==> src/sv/rgi_pkg.sv <==
// ----------------------------------------------------------------------------
// rgi_pkg
// Shared constants and types for the rgb gradient interpolator.
// ----------------------------------------------------------------------------
package rgi_pkg;

  localparam int COUNT_BITS = 12;
  localparam int CHAN_W     = 8;
  localparam int NUM_CH     = 3;
  localparam int COLOR_W    = CHAN_W * NUM_CH;
  localparam int NUM_W      = COUNT_BITS + CHAN_W;
  localparam int DIV_W      = COUNT_BITS + CHAN_W + 2;
  localparam int STEP_BITS  = 2;
  localparam int DIV_STAGES = CHAN_W / STEP_BITS;
  localparam int CFG_IDX_W  = 2;
  localparam int CFG_DATA_W = COLOR_W;

  localparam logic [CFG_IDX_W-1:0] REG_START_COLOR = 2'd0;
  localparam logic [CFG_IDX_W-1:0] REG_END_COLOR   = 2'd1;
  localparam logic [CFG_IDX_W-1:0] REG_SPAN_LENGTH = 2'd2;

  typedef logic [CHAN_W-1:0] chan_t;

  typedef struct packed {
    chan_t base;
    logic  neg;
  } lane_ctl_t;

endpackage

==> src/sv/rgi_prep.sv <==
// ----------------------------------------------------------------------------
// rgi_prep
// Front stages: clamp the position, take channel differences, multiply and
// form the rounded dividend for each channel.
// ----------------------------------------------------------------------------
module rgi_prep
  import rgi_pkg::*;
(
  input  logic                  clk,
  input  logic                  rst_n,
  input  logic                  in_vld,
  input  logic [COUNT_BITS-1:0] in_pos,
  input  logic [COLOR_W-1:0]    start_color,
  input  logic [COLOR_W-1:0]    end_color,
  input  logic [COUNT_BITS-1:0] len,
  output logic                  out_vld,
  output logic [DIV_W-1:0]      out_dvd [NUM_CH],
  output lane_ctl_t             out_ctl [NUM_CH]
);

  logic                  vld1_r, vld2_r, vld3_r;
  logic [COUNT_BITS-1:0] pos1_r;
  chan_t                 mag1_r [NUM_CH];
  lane_ctl_t             ctl1_r [NUM_CH];
  logic [NUM_W-1:0]      num2_r [NUM_CH];
  lane_ctl_t             ctl2_r [NUM_CH];
  logic [DIV_W-1:0]      dvd3_r [NUM_CH];
  lane_ctl_t             ctl3_r [NUM_CH];

  logic [COUNT_BITS-1:0] pos1_nxt;
  chan_t                 mag1_nxt [NUM_CH];
  lane_ctl_t             ctl1_nxt [NUM_CH];
  logic [NUM_W-1:0]      num2_nxt [NUM_CH];
  logic [DIV_W-1:0]      dvd3_nxt [NUM_CH];

  always_comb begin
    chan_t s;
    chan_t e;
    pos1_nxt = (in_pos > len) ? len : in_pos;
    for (int l = 0; l < NUM_CH; l++) begin
      s = start_color[COLOR_W-1-CHAN_W*l -: CHAN_W];
      e = end_color[COLOR_W-1-CHAN_W*l -: CHAN_W];
      ctl1_nxt[l].base = s;
      ctl1_nxt[l].neg  = (e < s);
      mag1_nxt[l]      = (e < s) ? (s - e) : (e - s);
    end
  end

  always_comb begin
    for (int l = 0; l < NUM_CH; l++) begin
      num2_nxt[l] = NUM_W'(pos1_r) * NUM_W'(mag1_r[l]);
      dvd3_nxt[l] = DIV_W'({num2_r[l], 1'b0}) + DIV_W'(len);
    end
  end

  always_ff @(posedge clk) begin
    if (!rst_n) begin
      vld1_r <= 1'b0;
      vld2_r <= 1'b0;
      vld3_r <= 1'b0;
    end else begin
      vld1_r <= in_vld;
      vld2_r <= vld1_r;
      vld3_r <= vld2_r;
    end
  end

  always_ff @(posedge clk) begin
    pos1_r <= pos1_nxt;
    mag1_r <= mag1_nxt;
    ctl1_r <= ctl1_nxt;
    num2_r <= num2_nxt;
    ctl2_r <= ctl1_r;
    dvd3_r <= dvd3_nxt;
    ctl3_r <= ctl2_r;
  end

  assign out_vld = vld3_r;
  assign out_dvd = dvd3_r;
  assign out_ctl = ctl3_r;

endmodule

==> src/sv/rgi_div.sv <==
// ----------------------------------------------------------------------------
// rgi_div
// Pipelined restoring divider for the three channels, two quotient bits
// per stage, divisor twice the span length.
// ----------------------------------------------------------------------------
module rgi_div
  import rgi_pkg::*;
(
  input  logic                  clk,
  input  logic                  rst_n,
  input  logic                  in_vld,
  input  logic [DIV_W-1:0]      in_dvd [NUM_CH],
  input  lane_ctl_t             in_ctl [NUM_CH],
  input  logic [COUNT_BITS-1:0] len,
  output logic                  out_vld,
  output chan_t                 out_quo [NUM_CH],
  output lane_ctl_t             out_ctl [NUM_CH]
);

  logic             vld_r [DIV_STAGES];
  chan_t            quo_r [DIV_STAGES][NUM_CH];
  lane_ctl_t        ctl_r [DIV_STAGES][NUM_CH];
  logic [DIV_W-1:0] rem_r [DIV_STAGES][NUM_CH];

  logic             src_vld [DIV_STAGES];
  logic [DIV_W-1:0] src_rem [DIV_STAGES][NUM_CH];
  chan_t            src_quo [DIV_STAGES][NUM_CH];
  lane_ctl_t        src_ctl [DIV_STAGES][NUM_CH];

  for (genvar j = 0; j < DIV_STAGES; j++) begin : g_stage
    logic [DIV_W-1:0] rem_nxt [NUM_CH];
    chan_t            quo_nxt [NUM_CH];

    if (j == 0) begin : g_first
      assign src_vld[j] = in_vld;
      assign src_rem[j] = in_dvd;
      assign src_ctl[j] = in_ctl;
      for (genvar l = 0; l < NUM_CH; l++) begin : g_lane
        assign src_quo[j][l] = '0;
      end
    end else begin : g_next
      assign src_vld[j] = vld_r[j-1];
      assign src_rem[j] = rem_r[j-1];
      assign src_quo[j] = quo_r[j-1];
      assign src_ctl[j] = ctl_r[j-1];
    end

    always_comb begin
      logic [DIV_W-1:0] r;
      logic [DIV_W-1:0] dv;
      chan_t            q;
      for (int l = 0; l < NUM_CH; l++) begin
        r = src_rem[j][l];
        q = src_quo[j][l];
        for (int b = 0; b < STEP_BITS; b++) begin
          dv = DIV_W'({len, 1'b0}) << (CHAN_W - 1 - STEP_BITS * j - b);
          if (r >= dv) begin
            r = r - dv;
            q = q | (chan_t'(1) << (CHAN_W - 1 - STEP_BITS * j - b));
          end
        end
        rem_nxt[l] = r;
        quo_nxt[l] = q;
      end
    end

    always_ff @(posedge clk) begin
      if (!rst_n) begin
        vld_r[j] <= 1'b0;
      end else begin
        vld_r[j] <= src_vld[j];
      end
    end

    always_ff @(posedge clk) begin
      rem_r[j] <= rem_nxt;
      quo_r[j] <= quo_nxt;
      ctl_r[j] <= src_ctl[j];
    end
  end

  assign out_vld = vld_r[DIV_STAGES-1];
  assign out_quo = quo_r[DIV_STAGES-1];
  assign out_ctl = ctl_r[DIV_STAGES-1];

endmodule

==> src/sv/rgb_gradient_interpolator.sv <==
// ----------------------------------------------------------------------------
// rgb_gradient_interpolator
// Linear RGB888 gradient: color at a pixel position between a start and an
// end color over a span length, per channel with round half away from zero.
// ----------------------------------------------------------------------------
// Usage:
//   Input: an item is taken at a clock edge with start high and busy low.
//   busy is always low, so a new position can be given every cycle.
//   Output: out_valid marks out_color for exactly one cycle; there is no
//   back pressure, the receiver must take every item when it appears.
//   Pipeline: start to out_valid passes 3 front stages (clamp, multiply and
//   dividend), 4 divider stages at two quotient bits each and 1 output
//   register. Throughput: one item per cycle.
//   Configuration: cfg_valid/cfg_ready write channel, cfg_ready always high.
//   Index 0 start color, 1 end color, 2 span length (zero acts as one);
//   other indexes are ignored. Write only while no item is in flight.
//   Reset: synchronous, active low; clears all valid bits and sets the
//   registers to start 0, end 0, span 1.
// ----------------------------------------------------------------------------
module rgb_gradient_interpolator
  import rgi_pkg::*;
(
  input  logic                  clk,
  input  logic                  rst_n,
  input  logic                  start,
  output logic                  busy,
  input  logic [COUNT_BITS-1:0] in_position,
  output logic                  out_valid,
  output logic [COLOR_W-1:0]    out_color,
  input  logic                  cfg_valid,
  output logic                  cfg_ready,
  input  logic [CFG_IDX_W-1:0]  cfg_index,
  input  logic [CFG_DATA_W-1:0] cfg_data
);

  logic [COLOR_W-1:0]    start_color_r;
  logic [COLOR_W-1:0]    end_color_r;
  logic [COUNT_BITS-1:0] span_length_r;
  logic [COUNT_BITS-1:0] len;

  logic                  pre_vld;
  logic [DIV_W-1:0]      pre_dvd [NUM_CH];
  lane_ctl_t             pre_ctl [NUM_CH];
  logic                  div_vld;
  chan_t                 div_quo [NUM_CH];
  lane_ctl_t             div_ctl [NUM_CH];

  logic                  out_valid_r;
  logic [COLOR_W-1:0]    out_color_r;
  logic [COLOR_W-1:0]    out_color_nxt;

  assign busy      = 1'b0;
  assign cfg_ready = 1'b1;
  assign len       = (span_length_r == '0) ? COUNT_BITS'(1) : span_length_r;

  always_ff @(posedge clk) begin
    if (!rst_n) begin
      start_color_r <= '0;
      end_color_r   <= '0;
      span_length_r <= COUNT_BITS'(1);
    end else if (cfg_valid && cfg_ready) begin
      unique case (cfg_index)
        REG_START_COLOR: start_color_r <= cfg_data[COLOR_W-1:0];
        REG_END_COLOR:   end_color_r   <= cfg_data[COLOR_W-1:0];
        REG_SPAN_LENGTH: span_length_r <= cfg_data[COUNT_BITS-1:0];
        default: ;
      endcase
    end
  end

  rgi_prep u_prep (
    .clk         (clk),
    .rst_n       (rst_n),
    .in_vld      (start & ~busy),
    .in_pos      (in_position),
    .start_color (start_color_r),
    .end_color   (end_color_r),
    .len         (len),
    .out_vld     (pre_vld),
    .out_dvd     (pre_dvd),
    .out_ctl     (pre_ctl)
  );

  rgi_div u_div (
    .clk     (clk),
    .rst_n   (rst_n),
    .in_vld  (pre_vld),
    .in_dvd  (pre_dvd),
    .in_ctl  (pre_ctl),
    .len     (len),
    .out_vld (div_vld),
    .out_quo (div_quo),
    .out_ctl (div_ctl)
  );

  always_comb begin
    for (int l = 0; l < NUM_CH; l++) begin
      out_color_nxt[COLOR_W-1-CHAN_W*l -: CHAN_W] =
        div_ctl[l].neg ? (div_ctl[l].base - div_quo[l]) : (div_ctl[l].base + div_quo[l]);
    end
  end

  always_ff @(posedge clk) begin
    if (!rst_n) begin
      out_valid_r <= 1'b0;
    end else begin
      out_valid_r <= div_vld;
    end
  end

  always_ff @(posedge clk) begin
    out_color_r <= out_color_nxt;
  end

  assign out_valid = out_valid_r;
  assign out_color = out_color_r;

endmodule

==> config.mk <==
export PLATFORM = sky130hd
export DESIGN_NAME = rgb_gradient_interpolator
export DESIGN_NICKNAME = d
export VERILOG_FILES = /design/src/sv/rgi_pkg.sv /design/src/sv/rgi_prep.sv /design/src/sv/rgi_div.sv /design/src/sv/rgb_gradient_interpolator.sv
export SDC_FILE = /design/constraint.sdc
export NUM_CORES = 2
export LEC_CHECK = 0
export BUFFER_PORTS_ARGS = -buffer_cell sky130_fd_sc_hd__buf_2
export CAP_MARGIN = 20
export CORE_MARGIN = 10
export CORE_UTILIZATION = 35
export DETAILED_ROUTE_END_ITERATION = 8
export PLACE_DENSITY_LB_ADDON = 0.2
export SLEW_MARGIN = 40
export SYNTH_ARGS = -nofsm -noshare
export SYNTH_HDL_FRONTEND = slang
export SYNTH_SLANG_ARGS = --single-unit
export TNS_END_PERCENT = 1
==> constraint.sdc <==
create_clock -name clk -period 8.76 [get_ports clk]
set_input_delay 0 -clock clk [delete_from_list [all_inputs] [get_ports clk]]
set_output_delay 0 -clock clk [all_outputs]
set_load 0.01 [all_outputs]
* Word level (Yosys, flattened, before mapping)
Memory sizes are Yosys's and may differ from the RTL's. A register that Yosys moved wholly into a read port is not among the register bits.
Cells that the tools add are included.
** Word-level totals
- Register bits after elaboration :: 330
- Memory bits (writable) :: 472
- Word-level logic and storage cells :: 183
- Memories kept :: 4
** Operators by class
- Add/sub/neg operators :: 39
- $mul :: 3
- Magnitude comparators :: 28
- Equality and inequality tests :: 2
- Muxes and demuxes :: 62
- Bitwise logic cells :: 4
- Reduce and logical (&&, ||, !) cells :: 6
** Memory list
- u_div.rem_r :: words 4, width 66, read ports 3, clocked after Yosys merged registers in 0, wr ports 4, RTL line rgi_div.sv:23 : logic [DIV_W-1:0] rem_r [DIV_STAGES][NUM_CH];
- u_div.ctl_r :: words 4, width 27, read ports 4, clocked after Yosys merged registers in 0, wr ports 4, RTL line rgi_div.sv:22 : lane_ctl_t ctl_r [DIV_STAGES][NUM_CH];
- u_div.quo_r :: words 4, width 24, read ports 4, clocked after Yosys merged registers in 0, wr ports 4, RTL line rgi_div.sv:21 : chan_t quo_r [DIV_STAGES][NUM_CH];
- u_div.vld_r :: words 4, width 1, read ports 4, clocked after Yosys merged registers in 1, wr ports 4, RTL line rgi_div.sv:20 : logic vld_r [DIV_STAGES];
** Operators with widths (number)
- $mux 22 :: 24
- $mux 8 :: 9
- $sub 8x8->8 :: 9
- $add 21x12->22 :: 3
- $ge 22x13->1 :: 3
- $ge 22x14->1 :: 3
- $ge 22x15->1 :: 3
- $ge 22x16->1 :: 3
- $ge 22x17->1 :: 3
- $ge 22x18->1 :: 3
- $ge 22x19->1 :: 3
- $ge 22x20->1 :: 3
- $sub 22x13->22 :: 3
- $sub 22x14->22 :: 3
- $sub 22x15->22 :: 3
- $sub 22x16->22 :: 3
- $sub 22x17->22 :: 3
- $sub 22x18->22 :: 3
- $sub 22x19->22 :: 3
- $sub 22x20->22 :: 3
- $mul 12x8->20 :: 3
- $add 8x8->8 :: 3
- $lt 8x8->1 :: 3
- $mux 12 :: 2
- 15 further kinds :: 40

* Longest topological paths before layout
- Word-level depth :: 6
- Depth in mapped cells :: 29
- Depth with buffers taken out :: 27

* Hierarchy
From an unflattened synthesis, not the netlist that was laid out.
** Second synthesis, totals
- Cell total of the unflattened synthesis :: 5284
- Area, all modules :: 47284.1 µm²
** Modules (own cells, without submodules)
- rgi_div :: instances 1, cells each 2825, area an instance 24498.5 µm², sequential area each 7407.1 µm²
- rgi_prep :: instances 1, cells each 1975, area an instance 18669.2 µm², sequential area each 4884.7 µm²
- rgb_gradient_interpolator :: instances 1, cells each 484, area an instance 4116.4 µm², sequential area each 1701.6 µm²

* Least setup slack after synthesis
No wires, ideal clock.
- Path type :: reg2reg
- From :: register span_length_r[3]
- To :: memory u_div.rem_r[0][13] (netlist bit)
- Setup time :: 0.121 ns
- Arrival :: 6.171 ns
- Slack :: 2.468 ns
- Cell stages (with the launch flop) :: 28
- Path buffers :: 4
- Clock period less this slack :: 6.292 ns
- Cell sequence :: dfxtp_1 > nor4_1 > a31o_2 > ha_1 > inv_1 > fa_1 > a21o_1 > a21oi_1 > o21ai_1 > nand3b_1 > a21boi_0 > o21a_1 > or2_2 > buf_2 > buf_1 > a21oi_1 > ha_1 > a21o_1 > a21o_1 > a21oi_1 > o21bai_1 > a221oi_1 > o21ai_0 > o21ai_0 > and3_1 > buf_2 > buf_4 > mux2_2
** RTL lines
- from (decl) :: RTL line rgb_gradient_interpolator.sv:38 : logic [COUNT_BITS-1:0] span_length_r;
- from (signal assigned) :: RTL line rgb_gradient_interpolator.sv:65 : REG_SPAN_LENGTH: span_length_r <= cfg_data[COUNT_BITS-1:0];
- to (decl) :: RTL line rgi_div.sv:23

==> results.tsv <==
stage	metric	value	unit
global_route	grt.overflow.total	0	
timing	setup_viol	0	
cells_and_area	filler_cell_count	13030	
floorplan	ios	69	
critical_path	cp_slowest_cell	a211oi_4	
timing	worstMarginPinSlew	847.0	ps
timing	period_needed	7188	ps
outcome	outcome	finished, final reports clean	
synth	synth_seq_cells	693	
global_route	antenna_found_initial	6	
cells_and_area	syn2layout_area_growth	12.08	%
synth	syn_area_per_cell	9.019	um2
synth	ys_dominant_reg_cell	dfxtp_1	
floorplan	row_count	132	
drt	routed_wl	118300	um
placed_design	postPlaceCellArea	47990	um2
clock_tree	post_cts_buffers	0	
cells_and_area	drive_gt1_share	7.845	%
timing	max_freq	0.1391	GHz
clock_tree	cts.path.max_buffers	3	
global_route	grt_use_total	15.98	%
run	drv_cap	0	
clock_tree	clock_latency	660	ps
synth	seq_area_frac_synth	30.41	%
synth	synthDistinctLibCells	94	
placed_design	hpwl	91570	um
synth	synth_top_family_by_area	adder cells	
floorplan	coreArea	129500	um2
floorplan	die_h	381.0	um
global_route	grt_pass1_wl	188000	um
drt	route.detailed.drc	0	
synth	synth-edff-count	0	
synth	synthSimpleGateAreaFrac	15.30	%
critical_path	regToRegSetupSlack	1570	ps
placed_design	place_ws	1339	ps
cells_and_area	finish.instance_area	51130	um2
power_and_ir_drop	p_seq_share	22.1	%
floorplan	die_w	381.0	um
hold_path	whs_path_depth	3	
critical_path	path_max_fanout	19	
drt	dr_total_vias	33977	
floorplan	dieArea	145200	um2
critical_path	regToRegStartpoint	span_length_r[11]	
global_route	grt_max_degree	69	
clock_tree	cts_tree	built	
cells_and_area	fin_nets	5945	
critical_path	critPathCaptureType	flip-flop	
synth	synth_cells	5058	
global_route	grt_pass1_vias	33671	
drt	via_per_inst	4.875	
synth	synth_area_leaders	dfxtp_1 (30%), ha_1 (14%), fa_1 (9.3%), xnor2_1 (5.0%), nand2_1 (4.1%)	
synth	synth_area	45620	um2
drt	wire_per_inst	16.97	um
power_and_ir_drop	p_per_area	439.8	nW/um2
hold_path	whs_endpoint	u_prep.vld1_r	
drt	antenna_left	0	
synth	async_flop_share	0	%
clock_tree	clk_pin_slew	60	ps
timing	rsz0062_at_grt	no	
power_and_ir_drop	p_clk_share	15.0	%
power_and_ir_drop	p_sw_share	43.16	%
timing	hold_violations	0	
clock_tree	cts-root-buf	clkbuf_16	
critical_path	critPathLaunch	span_length_r[11]	
hold_path	holdCritPathClass	input port to flip-flop	
drt	drtIter0Drc	1861	
timing	fin_skew	25.25	ps
power_and_ir_drop	power.total	22.49	mW
clock_tree	h-tree-depth	3	
timing	fin_hold_ws	105.1	ps
timing	layout_setup_ws	1572	ps
critical_path	critPathLaunchType	flip-flop	
timing	setup_tns	0	ps
synth	synth-xor-area-share	6.909	%
synth	yosysWarnings	0	
synth	synth.mux.area_fraction	3.489	%
critical_path	r2r_end	u_div.rem_r[0][52]	
timing	post-route-period-util	82.05	%
placed_design	gp_congestion	0.8468	
critical_path	cp_common_cell	o21ai_0	
critical_path	critPathRequiredTime	9300	ps
timing	finalMaxSlewViolations	0	
critical_path	r2r_cells	23	
synth	synth_compound_area_share	15.00	%
critical_path	crit_type	flip-flop to flip-flop	
synth	synth.largest_area_cell	dfxtp_1	
critical_path	critical-path-max-stage-delay	710	ps
timing	relSlewSlack	43.19	%
critical_path	cp_top_family	compound AO/OA/AOI/OAI gates	
power_and_ir_drop	ir_worst_vdd	0.0002401	V
critical_path	path_buf_inv	2	
critical_path	crit_path_cell_trace	buf_4 > nor4_1 > a31o_2 > ha_1 > inv_1 > fa_1 > a21o_1 > a21oi_2 > o221ai_2 > a221o_1 > a211oi_4 > o21ai_0 > ha_1 > nor2b_1 > o21ai_0 > a21boi_0 > o21ai_0 > a21oi_1 > a41o_1 > o31a_1 > nor3b_2 > nor3b_4 > mux2_2	
synth	synth_top_cell_area_share	30.41	%
clock_tree	cts-buffers-inserted	78	
placed_design	numPortBuffers	66	
synth	synthAdderAreaFrac	23.66	%
power_and_ir_drop	net-switching-power	9.707	mW
drt	firstDrtPassIters	5	
clock_tree	cts_num_sinks	693	
power_and_ir_drop	power.leakage	22.11	nW
power_and_ir_drop	p_comb_share	62.9	%
hold_path	hold_start	start	
critical_path	worstPathArrival	7730	ps
synth	synth_fp_nets	5835	
power_and_ir_drop	p_int	12.78	mW
floorplan	initial_core_util	35.23	%
area by class of cell:
type                       instances  area (um2)  area share (%)
multi-input combinational       3749       29420           57.54
timing repair buffer             166        1205           2.357
antenna                            1       2.502        0.004894
clock buffer                     103        2188           4.280
inverter                         480        1804           3.529
clock inverter                    35       456.7          0.8932
sequential                       693       13870           27.14
tap                             1742        2180           4.263
tightest hold or removal path, stage by stage:
cell and delay (ps):
dlygate4sd3_1 520, buf_2 90, and2_1 110
worst max-delay path by stage:
stage | cells after the start | endpoint
6_report | 23 | u_div.rem_r[0][52]
5_1_grt | 25 | u_div.rem_r[0][54]
4_1_cts | 24 | u_div.rem_r[1][6]
3_5_place_dp | 24 | u_div.rem_r[1][6]
3_3_place_gp | 24 | u_div.rem_r[1][6]
2_1_floorplan | 27 | u_div.rem_r[0][13]
state kept, by name, summed over array words and instances, names as in the netlist, 27 cells and up:
name and count:
u_prep.out_ctl 27, u_prep.ctl2_r 27, u_prep.ctl1_r 27, u_div.ctl_r 108, u_prep.num2_r 60, u_div.rem_r 192
u_div.quo_r 60, u_prep.out_dvd 64
cells in the mapped netlist (12+ instances only):
library cell / n
a21oi_1: 342
o21ai_0: 222
clkbuf_1: 112
or3_1: 14
ha_1: 522
mux2_2: 99
a221oi_1: 13
nor3_1: 73
a211oi_1: 18
nor2b_1: 59
nor2_1: 302
and3_1: 32
mux2i_1: 42
or2_2: 14
fa_1: 213
o21a_1: 45
nand4_1: 44
nor4_1: 26
o21bai_1: 63
nand3_1: 80
a21boi_0: 98
nand2b_1: 53
o31ai_1: 16
nand2_1: 493
xor2_1: 97
o211ai_1: 12
a31oi_1: 28
nand4b_1: 16
dfxtp_1: 693
inv_1: 475
a21o_1: 105
and2_1: 173
xnor2_1: 261
stage by stage:
step                      util [%]  std cells
after floorplan                  -       5058
after global placement       37.02       6778
after detailed placement     37.07       6781
after CTS                    39.48       6967
after global routing         39.49       6969
final                        39.49       6969
per-layer routing:
metal	part of all wire, %	routed length, um	vias up	GRT usage (%)
met5	0	0	-	0
met1	51	60000	15836	22.82
met2	43	50890	524	25.12
met4	2.5	2949	0	4.400
li1	-	-	17453	-
met3	3.8	4437	164	2.014
cells by family (layout without fill, tap and decap cells):
kind of cell,count (synthesis),after routing
fa+ha+maj,735,735
mux,145,145
other cells,2,3
xor+xnor,359,359
compound gates,1073,1073
simple gates,1435,1435
buf+inv,616,784
flops,693,693
repair_timing:
action,4_1_cts,5_1_grt
gates resized for setup,0,0
hold buffers,48,0
endpoints found under the setup margin,0,0
endpoints found under the hold margin,79,0
power groups by stage:
| stage | clock [mW] | combinational (mW) | sequential [mW] |
|---|---|---|---|
| after floorplan | 0 | 11.6 | 4.65 |
| after global placement | 0 | 13.9 | 5.04 |
| after detailed placement | 0 | 14.0 | 5.02 |
| after CTS | 3.48 | 14.2 | 4.96 |
| after global routing | 3.58 | 16.1 | 5.07 |
| final | 3.37 | 14.2 | 4.96 |
cells in the final DEF, fill, tap and decap left out, types with 97 or more instances in the layout:
cell / count
dfxtp_1: 692
ha_1: 522
nand2_1: 493
inv_1: 470
a21oi_1: 342
nor2_1: 302
xnor2_1: 261
o21ai_0: 222
fa_1: 213
and2_1: 173
a21o_1: 105
mux2_2: 99
a21boi_0: 98
xor2_1: 97
Power figures use the tool's default switching activity.
